## config.mk

```make
export PLATFORM = sky130hd
export DESIGN_NAME = amm_front
export DESIGN_NICKNAME = d
export VERILOG_FILES = /design/src/rtl/core/audio_matrix_mixer_top_macros.svh /design/src/rtl/core/amm_pkg.sv /design/src/rtl/core/amm_front.sv
export SDC_FILE = /design/constraint.sdc
export NUM_CORES = 1
export LEC_CHECK = 0
export BUFFER_PORTS_ARGS = -buffer_cell sky130_fd_sc_hd__buf_4
export CAP_MARGIN = 20
export CORE_AREA = 10 10 198 200
export DETAILED_ROUTE_END_ITERATION = 8
export DIE_AREA = 0 0 208 210
export SYNTH_ARGS = -nofsm -noshare
export SYNTH_HDL_FRONTEND = slang
export SYNTH_SLANG_ARGS = --single-unit
```

## constraint.sdc

```tcl
create_clock -name vclk -period 1.76
set_input_delay 0.088 -clock vclk [all_inputs]
set_output_delay 0.088 -clock vclk [all_outputs]
set_load 0.01 [all_outputs]
```

## src/rtl/core/audio_matrix_mixer_top_macros.svh

```systemverilog
// assertion helpers for the mixer back end
// every use sits in a module that has clock and reset in scope
`ifndef AUDIO_MATRIX_MIXER_TOP_MACROS_SVH
`define AUDIO_MATRIX_MIXER_TOP_MACROS_SVH

// condition that must hold at every edge out of reset
`define AMM_ASSERT(lbl, cond, msg) \
   lbl: assert property (@(posedge clock) disable iff (reset) (cond)) else $error(msg);

// antecedent at one edge implies consequent at the next edge
`define AMM_ASSERT_NEXT(lbl, ante, cons, msg) \
   lbl: assert property (@(posedge clock) disable iff (reset) (ante) |=> (cons)) else $error(msg);

`endif

```

## src/rtl/core/amm_pkg.sv

```systemverilog
`timescale 1ns / 1ps
// ----------------------------------------------------------------------------
// amm_pkg
// shared types, constants and q31 arithmetic for the audio mixing matrix
// ----------------------------------------------------------------------------
package amm_pkg;

   localparam int NumCh     = 4;
   localparam int NumOsc    = 4;
   localparam int AdcW      = 24;
   localparam int Q31W      = 32;
   localparam int InShift   = 8;
   localparam int IdxW      = 6;

   // coefficient index map
   localparam int OscGainBase = 16;
   localparam int AmpBase     = 32;
   localparam int StoreDepth  = 36;

   // coefficient memory: one row per sequencer step, two sources per row
   localparam int LaneSlots = 2;
   localparam int Steps     = 4;
   localparam int Rows      = Steps;
   localparam int RowWords  = LaneSlots * NumCh + LaneSlots;
   localparam int AmpWord   = LaneSlots * NumCh;
   localparam int StepW     = $clog2(Steps);
   localparam int RowW      = $clog2(Rows);
   localparam int WordW     = $clog2(RowWords);
   localparam int OscRow0   = 2;

   localparam logic [StepW-1:0] FirstStep   = '0;
   localparam logic [StepW-1:0] OscStep0    = StepW'(OscRow0);
   localparam logic [StepW-1:0] LastStep    = StepW'(Steps - 1);

   // command codes
   localparam logic CmdMix   = 1'b0;
   localparam logic CmdWrite = 1'b1;

   localparam int QDepth = 2;

   localparam logic signed [Q31W-1:0] Q31Max = {1'b0, {(Q31W-1){1'b1}}};
   localparam logic signed [Q31W-1:0] Q31Min = {1'b1, {(Q31W-1){1'b0}}};

   typedef struct packed {
      logic                   command;
      logic [IdxW-1:0]        coef_index;
      logic signed [Q31W-1:0] coef_value;
      logic signed [AdcW-1:0] adc_sample_0;
      logic signed [AdcW-1:0] adc_sample_1;
      logic signed [AdcW-1:0] adc_sample_2;
      logic signed [AdcW-1:0] adc_sample_3;
      logic signed [Q31W-1:0] osc_sample_0;
      logic signed [Q31W-1:0] osc_sample_1;
      logic signed [Q31W-1:0] osc_sample_2;
      logic signed [Q31W-1:0] osc_sample_3;
   } req_type;

   typedef struct packed {
      logic signed [AdcW-1:0] dac_sample_0;
      logic signed [AdcW-1:0] dac_sample_1;
      logic signed [AdcW-1:0] dac_sample_2;
      logic signed [AdcW-1:0] dac_sample_3;
   } rsp_type;

   // queue entry: either a coefficient write or a frame to mix
   typedef struct packed {
      logic                        is_write;
      logic [RowW-1:0]             row;
      logic [WordW-1:0]            word;
      logic [Q31W-1:0]             value;
      logic [NumCh-1:0][AdcW-1:0]  adc;
      logic [NumOsc-1:0][Q31W-1:0] osc;
   } qent_type;

   // q31 product, floor shift, only -1 * -1 saturates
   function automatic logic signed [Q31W-1:0] q31_mul(input logic signed [Q31W-1:0] a,
                                                       input logic signed [Q31W-1:0] b);
      logic signed [2*Q31W-1:0] prod;
      logic [Q31W:0]            shr;
      logic signed [Q31W-1:0]   res;
      prod = $signed((2*Q31W)'(a)) * $signed((2*Q31W)'(b));
      shr  = prod[2*Q31W-1:Q31W-1];
      if (shr[Q31W] != shr[Q31W-1]) begin
         res = Q31Max;
      end else begin
         res = $signed(shr[Q31W-1:0]);
      end
      return res;
   endfunction

   function automatic logic signed [Q31W-1:0] q31_add(input logic signed [Q31W-1:0] a,
                                                       input logic signed [Q31W-1:0] b);
      logic signed [Q31W:0]   sum;
      logic signed [Q31W-1:0] res;
      sum = $signed((Q31W+1)'(a)) + $signed((Q31W+1)'(b));
      if (sum[Q31W] != sum[Q31W-1]) begin
         res = sum[Q31W] ? Q31Min : Q31Max;
      end else begin
         res = $signed(sum[Q31W-1:0]);
      end
      return res;
   endfunction

endpackage

```

## src/rtl/core/amm_front.sv

```systemverilog
`timescale 1ns / 1ps
// ----------------------------------------------------------------------------
// amm_front
// accepts request beats, decodes coefficient writes, pushes work to the queue
// ----------------------------------------------------------------------------
module amm_front (
   input  logic               req_valid,
   output logic               req_stall,
   input  amm_pkg::req_type   req_payload,
   input  logic               q_full,
   output logic               q_push,
   output amm_pkg::qent_type  q_push_data
);

   logic accept;
   logic in_range;
   logic [amm_pkg::IdxW-1:0] idx;

   always_comb begin
      idx      = req_payload.coef_index;
      accept   = req_valid && !q_full;
      in_range = 1'b1;

      q_push_data          = '0;
      q_push_data.is_write = (req_payload.command == amm_pkg::CmdWrite);
      q_push_data.value    = req_payload.coef_value;
      q_push_data.adc      = {req_payload.adc_sample_3, req_payload.adc_sample_2,
                              req_payload.adc_sample_1, req_payload.adc_sample_0};
      q_push_data.osc      = {req_payload.osc_sample_3, req_payload.osc_sample_2,
                              req_payload.osc_sample_1, req_payload.osc_sample_0};

      if (q_push_data.is_write) begin
         // row = source / 2, word = slot * channels + output
         priority if (idx < amm_pkg::IdxW'(amm_pkg::OscGainBase)) begin
            q_push_data.row  = amm_pkg::RowW'(idx[3]);
            q_push_data.word = {1'b0, idx[2], idx[1:0]};
         end else if (idx < amm_pkg::IdxW'(amm_pkg::AmpBase)) begin
            q_push_data.row  = amm_pkg::RowW'(amm_pkg::OscRow0 + int'(idx[3]));
            q_push_data.word = {1'b0, idx[2], idx[1:0]};
         end else if (idx < amm_pkg::IdxW'(amm_pkg::StoreDepth)) begin
            q_push_data.row  = amm_pkg::RowW'(amm_pkg::OscRow0 + int'(idx[1]));
            q_push_data.word = amm_pkg::WordW'(amm_pkg::AmpWord + int'(idx[0]));
         end else begin
            // index past the store: taken and dropped
            in_range = 1'b0;
         end
      end

      q_push    = accept && in_range;
      req_stall = q_full;
   end

endmodule

```

==> results of run 1 <==
## layer usage
metal	share of wire (%)	GRT usage, %
met1	7.8	0.690
met3	36	5.97
met4	18	6.37
met2	38	4.87
met5	0	0
## critical path, delay by kind of cell
kind	cells	cell delay, ns
simple gates	1	0.41
compound gates	1	0.27
buf+inv	2	0.27
## cell type report
cell class	instances	area, µm²	share of cell area (%)
multi-input cells	13	90.1	11.2
well taps	461	577	71.6
inverters	1	3.75	0.466
repair buffers	18	135	16.8
## metrics by stage
step | cell area [µm²] | worst slack, ns | power [mW]
after floorplan | 2030 | 0.850 | 0.618
after global placement | 806 | 0.619 | 0.0540
after detailed placement | 806 | 0.625 | 0.0552
after CTS | 806 | 0.625 | 0.0553
after global routing | 806 | 0.602 | 0.0584
final | 806 | 0.622 | 0.0537
## logic make-up after synthesis
group | count (synthesis)
AO/OA/AOI/OAI | 4
AND/OR/NAND/NOR | 9
buffers and inverters | 259
## worst min-delay path by stage
stage                     start  cells past startpoint  slack [ns]          endpoint
4_1_cts        req_payload[112]                      0        0.18   q_push_data[16]
5_1_grt        req_payload[113]                      0        0.18   q_push_data[17]
3_5_place_dp   req_payload[112]                      0        0.18   q_push_data[16]
2_1_floorplan            q_full                      1        0.21            q_push
6_report        req_payload[31]                      0        0.18  q_push_data[127]
3_3_place_gp   req_payload[112]                      0        0.18   q_push_data[16]
## layout by cell type (no fill, tap or decap)
cell type / instances
a21oi_1: 1
a311oi_2: 1
and3b_1: 2
buf_4: 18
inv_1: 1
nand2_1: 2
nand3_1: 1
nand3b_1: 2
nor2_1: 1
o21ai_0: 2
or3_4: 1
## power groups by stage
stage	combinational (mW)	sequential [mW]	clock (mW)
2_1_floorplan	0.618	0	0
3_3_place_gp	0.0540	0	0
3_5_place_dp	0.0552	0	0
4_1_cts	0.0553	0	0
5_1_grt	0.0584	0	0
6_report	0.0537	0	0
==> results.toml, run 1 <==
[status]
status = "completed"

[detailed_routing]
drtIter0Drc = 20
ant_nets = 0
dr.pass1.iters = 3
viasPerCell = 1.34
avgRoutedWirePerCell_um = 18.9
drc = 0
wirelength_mm = 9.31
via_count = 659

[placement]
dpl.hpwl_mm = 8.15
placed_cells = 493
gp_congestion = 0.564
port_buffers = 18

[pwr]
peakVddDrop_mv = 0.0326
p_sw_uw = 23.6
p_int_uw = 30.1
p_per_area_nw_per_um2 = 66.7
power_frac_seq_pct = 0
swShare_pct = 43.9
comb_power_share_pct = 100.0
leakage_nw = 0.128
clkPwrFrac_pct = 0

[setup_path]
critPathMaxFanout = 5
crit_path_cell_trace = "buf_4 > or3_4 > a311oi_2 > buf_4"
endpoint = "q_push"
crit_top_cell = "buf_4"
cp-end-kind = "primary output"
critPathKind = "primary input to primary output"
slowest_delay_ns = 0.41
crit_start = "req_payload[260]"
required_ns = 1.67
crit_slowest_cell = "or3_4"
crit_arrival_ns = 1.05
start_kind = "primary input"

[cells_and_area]
clkbuf_count = 0
fillers = 4247
nets = 299
final_core_util_pct = 2.29
regArea_um2 = 0
fin_cells = 493
design.seq.count = 0
area_growth_pct = -60.3
drive_above_1_share_pct = 62.5
n_antenna_cell = 0

[synthesis]
synth_compound_area_share_pct = 1.48
synth_nets = 537
synth_seq_area_share_pct = 0
synth_top_area_share_pct = 95.4
synth_simple_gate_area_share_pct = 2.96
synthTopCellsByArea = "buf_4 95%, and3b_1 0.86%, a311oi_2 0.74%"
synthMuxAreaShare_pct = 0
synth-adder-area-share_pct = 0
yosysMostFrequentCell = "buf_4"
ys_types = 11
synth_area_leader_cell = "buf_4"
synth_common_cells = "258 x buf_4, 2 x and3b_1, 2 x nand2_1, 2 x nand3b_1, 2 x o21ai_0"
yosys.area_share.xor_xnor_pct = 0
synth_top_family_by_area = "buffers and inverters"
syn_area_um2 = 2030
synth_cells = 272
syn_area_per_cell_um2 = 7.47
ys_warn_count = 0

[global_routing]
antenna_found_initial = 0
overflow = 0
track_usage_pct = 3.66
grt_max_degree = 10
grt_pass1_wl_mm = 10.3
grt_pass1_vias = 754

[floorplanning]
ios = 530
fp-row-count = 69
start_util_pct = 5.77
die_w_um = 208
die_h_um = 210
core_area_um2 = 35200
die-area_um2 = 43700

[timing]
final-hold-violation-count = 0
tightest_slew_ns = 0.191
setup_viol_count_final = 0
fmax_mhz = 879
worst_hold_slack_ns = 0.176
tns_ns = 0
slew_headroom_pct = 87.3
min_period_ns = 1.14
finalCritPeriodShare_pct = 64.6
drv_slew = 0
grt_setup_unrepaired = "no"

[worst_hold_path]
hold_class = "primary input to primary output"

[cts]
cts_resized = 0
hold_buffers = 0
cts_setup_buffers = 0

[run]
max-cap-violations = 0
Power figures use the tool's default switching activity.
==> run 2: changes to the inputs <==
CORE_AREA = 10 10 196 198   (was 10 10 198 200)
DIE_AREA = 0 0 206 208   (was 0 0 208 210)
clock period = 1.2 ns   (was 1.76 ns; I/O delays follow)
==> results.toml, run 2 (synthesis gave the netlist of run 1 again) <==
[status]
status = "completed"

[run]
max-cap-violations = 0

[cells_and_area]
clkbuf_count = 0
layout_common_cells = "18 x buf_4, 2 x nand3b_1, 2 x o21ai_0, 2 x nand2_1, 2 x and3b_1"
fillers = 4138
regArea_um2 = 0
multi_input_area_um2 = 90.1
final_area_um2 = 798
final_common_cell = "buf_4"
area_growth_pct = -60.7
drive_above_1_share_pct = 62.5
nets = 299
n_antenna_cell = 0
design.seq.count = 0

[detailed_routing]
dr_wl_met2_mm = 2.66
viasPerCell = 1.30
dr.pass1.iters = 4
avgRoutedWirePerCell_um = 15.1
drtIter0Drc = 16
ant_nets = 0
m1WireLength_um = 971
wirelength_mm = 7.35
met3_length_mm = 2.25
drc = 0
via_count = 634
top_layer_used = "met4"

[setup_path]
crit_slowest_cell = "or3_4"
critPathKind = "primary input to primary output"
crit_path_cell_trace = "buf_4 > or3_4 > a311oi_2 > buf_4"
slowest_delay_ns = 0.41
crit_top_cell = "buf_4"
cp-end-kind = "primary output"
required_ns = 1.14
crit_arrival_ns = 1.02
critPathMaxFanout = 5
start_kind = "primary input"

[global_routing]
track_usage_pct = 2.88
grt_pass1_wl_mm = 8.18
grt_max_degree = 10
overflow = 0
grt_pass1_vias = 811
antenna_found_initial = 1

[placement]
placed_area_um2 = 798
dp_worst_setup_slack_ns = 0.110
port_buffers = 18
gp_congestion = 0.636

[floorplanning]
core_area_um2 = 34400
ios = 530
die_w_um = 206
fp-row-count = 68
die-area_um2 = 42800
start_util_pct = 5.91
die_h_um = 208

[pwr]
peakVddDrop_mv = 0.0811
p_per_area_nw_per_um2 = 103
leakage_nw = 0.128

[timing]
fmax_mhz = 924
slew_headroom_pct = 86.5
setup_viol_count_final = 0
grt_setup_unrepaired = "no"
layout_setup_ws_ns = 0.118
final-hold-violation-count = 0
tns_ns = 0
finalCritPeriodShare_pct = 90.2
drv_slew = 0
tightest_slew_ns = 0.201
min_period_ns = 1.08

[cts]
cts_resized = 0
cts_setup_buffers = 0
hold_buffers = 0

[worst_hold_path]
hold_class = "primary input to primary output"
run 2: cell counts in the layout (fill, tap and decap cells not counted):
Identical to the previous run, type by type.
run 2: worst paths after layout:
| path | start | end | slack (ns) | cells past startpoint |
|---|---|---|---|---|
| setup / recovery | req_payload[260] | q_push | 0.12 | 4 |
| hold / removal | req_payload[158] | q_push_data[182] | 0.12 | 0 |
run 2: area by class of cell:
cell class | instances | area share (%)
Tap cell | 455 | 71.3
Timing Repair Buffer | 18 | 16.9
Inverter | 1 | 0.470
Multi-Input combinational cell | 13 | 11.3
run 2: per-stage QoR:
stage / cells / hold WS (ns) / util (%) / power, mW
final: 487 / 0.120 / 2.32 / 0.0821
after detailed placement: 487 / 0.120 / 2.32 / 0.0840
after global routing: 487 / 0.120 / 2.32 / 0.0890
after CTS: 487 / 0.120 / 2.32 / 0.0841
after floorplan: 272 / 0.156 / - / 0.907
after global placement: 487 / 0.120 / 2.32 / 0.0821
run 2: critical path: cells and delay by family:
kind / cells / cell delay [ns]
simple gates: 1 / 0.41
buf+inv: 2 / 0.29
compound gates: 1 / 0.27
run 2: power by group:
part | leakage [nW] | internal [mW] | switching [mW]
logic | 0.128 | 0.0443 | 0.0378
clock network | 0 | 0 | 0
registers | 0 | 0 | 0
run 2: routing by layer:
layer / global-route usage, % / vias to the layer above
li1: - / 90
met1: 1.08 / 161
met2: 3.67 / 237
met3: 3.43 / 146
met4: 5.80 / 0
met5: 0 / -
