<file path="config.mk">
export PLATFORM = sky130hd
export DESIGN_NAME = amm_queue
export DESIGN_NICKNAME = d
export VERILOG_FILES = /design/src/rtl/core/audio_matrix_mixer_top_macros.svh /design/src/rtl/core/amm_pkg.sv /design/src/rtl/core/amm_queue.sv
export SDC_FILE = /design/constraint.sdc
export NUM_CORES = 1
export LEC_CHECK = 0
export BUFFER_PORTS_ARGS = -buffer_cell sky130_fd_sc_hd__buf_4
export CORE_MARGIN = 2
export CORE_UTILIZATION = 35
export DETAILED_ROUTE_END_ITERATION = 7
export SYNTH_ARGS = -nofsm -noshare
export SYNTH_HDL_FRONTEND = slang
export SYNTH_SLANG_ARGS = --single-unit
</file>
<file path="constraint.sdc">
create_clock -name clock -period 14 [get_ports clock]
set_input_delay 1.4 -clock clock [delete_from_list [all_inputs] [get_ports clock]]
set_output_delay 1.4 -clock clock [all_outputs]
set_load 0.03 [all_outputs]
</file>
<file path="src/rtl/core/audio_matrix_mixer_top_macros.svh">
// assertion helpers for the mixer back end
// every use sits in a module that has clock and reset in scope
`ifndef AUDIO_MATRIX_MIXER_TOP_MACROS_SVH
`define AUDIO_MATRIX_MIXER_TOP_MACROS_SVH

// condition that must hold at every edge out of reset
`define AMM_ASSERT(lbl, cond, msg) \
   lbl: assert property (@(posedge clock) disable iff (reset) (cond)) else $error(msg);

// antecedent at one edge implies consequent at the next edge
`define AMM_ASSERT_NEXT(lbl, ante, cons, msg) \
   lbl: assert property (@(posedge clock) disable iff (reset) (ante) |=> (cons)) else $error(msg);

`endif

</file>
<file path="src/rtl/core/amm_pkg.sv">
`timescale 1ns / 1ps
// ----------------------------------------------------------------------------
// amm_pkg
// shared types, constants and q31 arithmetic for the audio mixing matrix
// ----------------------------------------------------------------------------
package amm_pkg;

   localparam int NumCh     = 4;
   localparam int NumOsc    = 4;
   localparam int AdcW      = 24;
   localparam int Q31W      = 32;
   localparam int InShift   = 8;
   localparam int IdxW      = 6;

   // coefficient index map
   localparam int OscGainBase = 16;
   localparam int AmpBase     = 32;
   localparam int StoreDepth  = 36;

   // coefficient memory: one row per sequencer step, two sources per row
   localparam int LaneSlots = 2;
   localparam int Steps     = 4;
   localparam int Rows      = Steps;
   localparam int RowWords  = LaneSlots * NumCh + LaneSlots;
   localparam int AmpWord   = LaneSlots * NumCh;
   localparam int StepW     = $clog2(Steps);
   localparam int RowW      = $clog2(Rows);
   localparam int WordW     = $clog2(RowWords);
   localparam int OscRow0   = 2;

   localparam logic [StepW-1:0] FirstStep   = '0;
   localparam logic [StepW-1:0] OscStep0    = StepW'(OscRow0);
   localparam logic [StepW-1:0] LastStep    = StepW'(Steps - 1);

   // command codes
   localparam logic CmdMix   = 1'b0;
   localparam logic CmdWrite = 1'b1;

   localparam int QDepth = 2;

   localparam logic signed [Q31W-1:0] Q31Max = {1'b0, {(Q31W-1){1'b1}}};
   localparam logic signed [Q31W-1:0] Q31Min = {1'b1, {(Q31W-1){1'b0}}};

   typedef struct packed {
      logic                   command;
      logic [IdxW-1:0]        coef_index;
      logic signed [Q31W-1:0] coef_value;
      logic signed [AdcW-1:0] adc_sample_0;
      logic signed [AdcW-1:0] adc_sample_1;
      logic signed [AdcW-1:0] adc_sample_2;
      logic signed [AdcW-1:0] adc_sample_3;
      logic signed [Q31W-1:0] osc_sample_0;
      logic signed [Q31W-1:0] osc_sample_1;
      logic signed [Q31W-1:0] osc_sample_2;
      logic signed [Q31W-1:0] osc_sample_3;
   } req_type;

   typedef struct packed {
      logic signed [AdcW-1:0] dac_sample_0;
      logic signed [AdcW-1:0] dac_sample_1;
      logic signed [AdcW-1:0] dac_sample_2;
      logic signed [AdcW-1:0] dac_sample_3;
   } rsp_type;

   // queue entry: either a coefficient write or a frame to mix
   typedef struct packed {
      logic                        is_write;
      logic [RowW-1:0]             row;
      logic [WordW-1:0]            word;
      logic [Q31W-1:0]             value;
      logic [NumCh-1:0][AdcW-1:0]  adc;
      logic [NumOsc-1:0][Q31W-1:0] osc;
   } qent_type;

   // q31 product, floor shift, only -1 * -1 saturates
   function automatic logic signed [Q31W-1:0] q31_mul(input logic signed [Q31W-1:0] a,
                                                       input logic signed [Q31W-1:0] b);
      logic signed [2*Q31W-1:0] prod;
      logic [Q31W:0]            shr;
      logic signed [Q31W-1:0]   res;
      prod = $signed((2*Q31W)'(a)) * $signed((2*Q31W)'(b));
      shr  = prod[2*Q31W-1:Q31W-1];
      if (shr[Q31W] != shr[Q31W-1]) begin
         res = Q31Max;
      end else begin
         res = $signed(shr[Q31W-1:0]);
      end
      return res;
   endfunction

   function automatic logic signed [Q31W-1:0] q31_add(input logic signed [Q31W-1:0] a,
                                                       input logic signed [Q31W-1:0] b);
      logic signed [Q31W:0]   sum;
      logic signed [Q31W-1:0] res;
      sum = $signed((Q31W+1)'(a)) + $signed((Q31W+1)'(b));
      if (sum[Q31W] != sum[Q31W-1]) begin
         res = sum[Q31W] ? Q31Min : Q31Max;
      end else begin
         res = $signed(sum[Q31W-1:0]);
      end
      return res;
   endfunction

endpackage

</file>
<file path="src/rtl/core/amm_queue.sv">
`timescale 1ns / 1ps
// ----------------------------------------------------------------------------
// amm_queue
// short fifo between the decode front and the mixing back end
// ----------------------------------------------------------------------------
module amm_queue (
   input  logic               clock,
   input  logic               reset,
   input  logic               push,
   input  amm_pkg::qent_type  push_data,
   output logic               full,
   output logic               head_valid,
   output amm_pkg::qent_type  head_data,
   input  logic               pop
);

   localparam int PtrW = (amm_pkg::QDepth > 1) ? $clog2(amm_pkg::QDepth) : 1;
   localparam int CntW = $clog2(amm_pkg::QDepth + 1);

   amm_pkg::qent_type q_mem_ff [amm_pkg::QDepth];
   logic [PtrW-1:0] wr_ptr_ff, wr_ptr_in;
   logic [PtrW-1:0] rd_ptr_ff, rd_ptr_in;
   logic [CntW-1:0] count_ff, count_in;

   always_comb begin
      wr_ptr_in = wr_ptr_ff;
      rd_ptr_in = rd_ptr_ff;
      count_in  = count_ff;
      if (push) begin
         wr_ptr_in = (wr_ptr_ff == PtrW'(amm_pkg::QDepth - 1)) ? '0 : wr_ptr_ff + 1'b1;
      end
      if (pop) begin
         rd_ptr_in = (rd_ptr_ff == PtrW'(amm_pkg::QDepth - 1)) ? '0 : rd_ptr_ff + 1'b1;
      end
      if (push && !pop) begin
         count_in = count_ff + 1'b1;
      end else if (pop && !push) begin
         count_in = count_ff - 1'b1;
      end
   end

   always_ff @(posedge clock) begin
      if (reset) begin
         wr_ptr_ff <= '0;
         rd_ptr_ff <= '0;
         count_ff  <= '0;
      end else begin
         wr_ptr_ff <= wr_ptr_in;
         rd_ptr_ff <= rd_ptr_in;
         count_ff  <= count_in;
      end
   end

   always_ff @(posedge clock) begin
      if (push) begin
         q_mem_ff[wr_ptr_ff] <= push_data;
      end
   end

   assign full       = (count_ff == CntW'(amm_pkg::QDepth));
   assign head_valid = (count_ff != '0);
   assign head_data  = q_mem_ff[rd_ptr_ff];

endmodule

</file>
==> flow_summary.ini, run 1 <==
[clock_tree]
ctsResizeCount = 0
clk_latency_ns = 0.58
cts_buffers = 55
htree_levels = 2
post-cts-setup-buffers = 0
tritoncts = done
cts_hold_buf = 0
clk_pin_slew_ns = 0.06
cts_sinks = 531
clock-root-buffer = clkbuf_16
cts_buffer_depth = 3

[run]
drv_cap = 0

[logic_synthesis]
ys_seq_area_frac = 0.817
yosysTopAreaCell = edfxtp_1
synthDistinctLibCells = 18
ys_warn_count = 0
syn_area_mm2 = 0.0194
synth.net_count = 1108
synthTopCellsByArea = edfxtp_1, mux2_2, mux2_4, dfxtp_1, buf_6
yosys.area.top_type_share = 0.812
avgSynthCellArea_um2 = 23.2
syn_inst = 840
ys_seq_elements = 531

[floorplanning]
pin_count = 532
die_h_um = 240
initial_core_util = 0.354
core_mm2 = 0.0550
dieWidth_um = 240
fp-row-count = 86
die_area_mm2 = 0.0575

[timing]
hold_viol = 0
setup_violations = 0
rsz0062_at_grt = false
setup_tns_ns = 0
maxSlewViolCount = 0
finalClockSkew_ns = 0.00968
worst_pin_slew_ns = 1.21
max_freq_mhz = 216
slew-limit-headroom = 0.194
fin_crit_sh = 0.330
period_needed_ns = 4.62

[final_layout]
final_nets = 1676
final_layout_size_suffix_gt1_frac = 0.609
antenna_cells = 0
area_growth_pct = 33.7

[power]
p_total_mw = 3.90
ir_worst_vdd_mv = 0.105
clock_power_share = 0.363
leakagePower_nw = 9.75
switching_share = 0.245
seqPwrFrac = 0.484
p_int_mw = 2.94
pwr-share-comb = 0.153
power.density_mw_per_mm2 = 150
switchingPower_uw = 954

[global_routing]
grt_pass1_vias = 10268
grt_pass1_wl_um = 60800
grt_max_degree = 131
track_usage = 0.141
antenna_found_initial = 0
globalRouteOverflowTotal = 0

[setup_path]
r2r-end = q_mem_ff[0][125]$_DFFE_PP_
path_class = register to primary output
arrival_ns = 3.22
crit_path_frequent_cell = buf_4
path_cells = buf_4 -> mux2_2 -> buf_4
worstRegToRegCells = 4
crit_path_end_kind = primary output
reg2reg_from = wr_ptr_ff$_SDFFE_PP0P_
worstPathMaxFanout = 76
required_ns = 12.60
critPathBufInv = 2
start_kind = register
slowest_delay_ns = 0.97
cpLargestDelayFamily = buffers and inverters
regToRegSetupSlack_ns = 10.36
slowest_stage = buf_4

[detailed_routing]
num_vias = 9746
drtAntennaViolNets = 0
wl_um = 42800
dr.pass1.iters = 5
viasPerCell = 4.43
first_iter_violations = 441
wl_per_cell_um = 19.4
drc = 0

[hold_path]
hold_class = register to register
hp-start = count_ff[1]$_SDFFE_PP0P_
whs_endpoint = count_ff[1]$_SDFFE_PP0P_
hold_depth = 2

[status]
status = completed

[place]
portBuffers = 531
hpwl_um = 28500
place.gp.congestion = 0.731
## tightest hold or removal path, delay by kind of cell, from the launching register on
family          cells  cell delay [ns]
compound gates      2             0.14
flops               1             0.33
## through the flow
step	instance area [um2]	util	setup slack [ns]	hold WS (ns)	instances
finish	26000	0.473	9.38	0.510	2202
floorplan	19400	-	0.362	0.456	840
global route	26000	0.473	9.18	0.539	2202
global placement	24200	0.441	9.12	0.479	2099
CTS	26000	0.473	9.28	0.508	2202
detailed placement	24200	0.441	9.10	0.499	2099
## layer usage
metal	wire length (um)	track usage	vias up	share of wire
met5	0	0	-	0
met4	890	0.0432	0	0.021
met3	3940	0.0539	60	0.092
met2	21900	0.244	334	0.51
met1	16000	0.160	4843	0.37
li1	-	-	4509	-
## cells in the mapped netlist
cell type / instances
buf_2: 10
dfxtp_1: 5
inv_1: 1
and2_1: 1
ha_1: 1
buf_4: 11
buf_6: 8
nor2b_1: 2
xnor2_1: 2
or3_1: 1
nor2_1: 4
mux2_2: 193
or2_2: 1
a21oi_1: 1
edfxtp_1: 526
o21ai_0: 1
mux2_4: 70
xor2_1: 2
## layout by cell type (no fill, tap or decap), types with 4 or more instances in the layout
cell / n
clkinv_2: 14
mux2_4: 70
buf_4: 539
dfxtp_1: 4
edfxtp_1: 526
bufinv_16: 5
clkbuf_1: 8
mux2_2: 193
clkinv_1: 16
nor2_1: 4
clkbuf_16: 57
## worst max-delay path by stage
stage | cells past startpoint | endpoint | startpoint
3_5_place_dp | 5 | q_mem_ff[0][219]$_DFFE_PP_ | push
4_1_cts | 3 | head_data[257] | register
2_1_floorplan | 1 | q_mem_ff[0][0]$_DFFE_PP_ | push
6_report | 3 | head_data[2] | register
3_3_place_gp | 5 | q_mem_ff[0][164]$_DFFE_PP_ | push
5_1_grt | 3 | head_data[77] | register
## registers in the layout, indices dropped and copies added, names as in the netlist, named ones only
| register | cells |
|---|---|
| count_ff | 2 |
| q_mem_ff | 526 |
| rd_ptr_ff | 1 |
| wr_ptr_ff | 1 |
## cell type report
| cell class | instances | area (um2) |
|---|---|---|
| Fill cell | 4687 | 29000 |
| Clock buffer | 65 | 1460 |
| Inverter | 1 | 3.75 |
| Multi-Input combinational cell | 279 | 3340 |
| Clock inverter | 38 | 305 |
| Sequential cell | 531 | 15900 |
| Timing Repair Buffer | 540 | 4070 |
| Tap cell | 748 | 936 |
## power by group through the flow
| stage | clock, mW | combinational [mW] | sequential (mW) |
|---|---|---|---|
| 2_1_floorplan | 0 | 0.366 | 1.94 |
| 3_3_place_gp | 0 | 0.602 | 1.91 |
| 3_5_place_dp | 0 | 0.604 | 1.92 |
| 4_1_cts | 1.46 | 0.606 | 1.89 |
| 5_1_grt | 1.52 | 0.627 | 1.89 |
| 6_report | 1.42 | 0.595 | 1.89 |
## cell families after synthesis
family	synth area share
flip-flops	0.817
buffers and inverters	0.0116
AND/OR/NAND/NOR	0.00238
multiplexers	0.166
XOR/XNOR	0.00180
adder cells (fa/ha/maj)	0.000643
AO/OA/AOI/OAI	0.000514
Power figures use the tool's default switching activity.
==> inputs of run 2 (changes only) <==
- clock period: 14 -> 4.05 ns (I/O delays scaled with it)
==> flow_summary.ini, run 2 (synthesis gave the netlist of run 1 again) <==
[floorplanning]
fp-row-count = 86
dieWidth_um = 240
core_mm2 = 0.0550
pin_count = 532
die_h_um = 240
initial_core_util = 0.354
die_area_mm2 = 0.0575

[timing]
finalClockSkew_ns = 0.0245
max_freq_mhz = 351
worst_pin_slew_ns = 1.04
setup_ws_ns = 1.20
hold_viol = 0
rsz0062_at_grt = false
slew-limit-headroom = 0.303
setup_violations = 0
fin_crit_sh = 0.703
period_needed_ns = 2.85
maxSlewViolCount = 0
hold_slack_ns = 0.0535

[detailed_routing]
num_vias = 10950
drtAntennaViolNets = 0
viasPerCell = 4.43
dr.pass1.iters = 4
wl_per_cell_um = 18.9
drc = 0
first_iter_violations = 425
wl_um = 46700

[clock_tree]
post-cts-setup-buffers = 0
tritoncts = done
clk_pin_slew_ns = 0.06
cts_buffer_depth = 3
htree_levels = 2
clock-root-buffer = clkbuf_16
clk_latency_ns = 0.58
cts_sinks = 531
cts_buffers = 55

[final_layout]
regMostFlops = q_mem_ff
final_cells = 2474
layout_commonest_cell = buf_4
largest_reg_flops = 526
area_growth_pct = 47.8
final_util = 0.523
final_nets = 1947
final_layout_size_suffix_gt1_frac = 0.515
layout_common_cells = buf_4, edfxtp_1, dlygate4sd3_1
largest_registers = q_mem_ff: 526 flops, count_ff: 2 flops

[global_routing]
grt_pass1_vias = 11920
track_usage = 0.156
antenna_found_initial = 1
globalRouteOverflowTotal = 0
grt_max_degree = 138
grt_pass1_wl_um = 67700

[power]
power.density_mw_per_mm2 = 475
ir_worst_vdd_mv = 0.394
leakagePower_nw = 10.9
p_total_mw = 13.6

[setup_path]
path_class = register to primary output
crit_path_frequent_cell = buf_4
crit_path_end_kind = primary output
slowest_delay_ns = 0.75
start_kind = register
path_cells = buf_4 -> mux2_2 -> buf_4
r2r-end = q_mem_ff[1][129]$_DFFE_PP_
required_ns = 3.64
critPathBufInv = 2
critical_path_depth = 3
slowest_stage = dfxtp_4
worstPathMaxFanout = 36
arrival_ns = 2.44
worstRegToRegCells = 2
reg2reg_from = wr_ptr_ff$_SDFFE_PP0P_
regToRegSetupSlack_ns = 1.96
cp-endpoint = head_data[26]
cpLargestDelayFamily = flip-flops

[place]
portBuffers = 531
post-place-ws_ns = 1.72
place.gp.congestion = 0.796
hpwl_um = 30400
dp.cells = 2107

[hold_path]
hold_class = primary input to register

[status]
status = completed

[run]
drv_cap = 0
==> run 2: layout make-up <==
class                      instances  area [um2]
antenna                            2        5.00
multi-input combinational        279        3340
clock buffer                      79        1510
fill                            4366       26200
inverter                           1        3.75
timing repair buffer             811        6850
tap                              748         936
sequential                       531       15900
clock inverter                    23         214
==> run 2: where the power goes <==
part / internal [mW] / total [mW] / switching, mW
sequential: 6.42 / 6.52 / 0.0985
combinational: 1.05 / 2.31 / 1.25
clock: 2.83 / 4.81 / 1.98
total: 10.3 / 13.6 / 3.33
==> run 2: worst min path at each step <==
stage / end / start / slack [ns] / cells after the start
5_1_grt: q_mem_ff[0][87]$_DFFE_PP_ / push_data[87] / 0.01 / 1
3_3_place_gp: count_ff[1]$_SDFFE_PP0P_ / count_ff[1]$_SDFFE_PP0P_ / 0.47 / 2
3_5_place_dp: register / rd_ptr_ff$_SDFFE_PP0P_ / 0.51 / 2
4_1_cts: q_mem_ff[0][87]$_DFFE_PP_ / push_data[87] / 0.002 / 1
6_report: q_mem_ff[0][87]$_DFFE_PP_ / push_data[87] / 0.05 / 1
2_1_floorplan: count_ff[1]$_SDFFE_PP0P_ / count_ff[1]$_SDFFE_PP0P_ / 0.46 / 2
==> run 2: repair_timing <==
item                                   CTS  global route
resized for setup                        0             0
endpoints found under the hold margin  528             0
hold buffers                           263             0
setup endpoints to repair                0             0
==> run 2: layer usage <==
metal	GRT usage	vias to the layer above	share of wire
li1	-	5035	-
met1	0.173	5402	0.37
met2	0.274	402	0.52
met3	0.0455	111	0.075
met4	0.0727	0	0.041
met5	0	-	0
==> run 2: metrics by stage <==
step	instance area, um2	TNS, ns
3_5_place_dp	24400	0
5_1_grt	28700	0
3_3_place_gp	24400	0
4_1_cts	28700	0
6_report	28800	0
2_1_floorplan	19500	-200.93
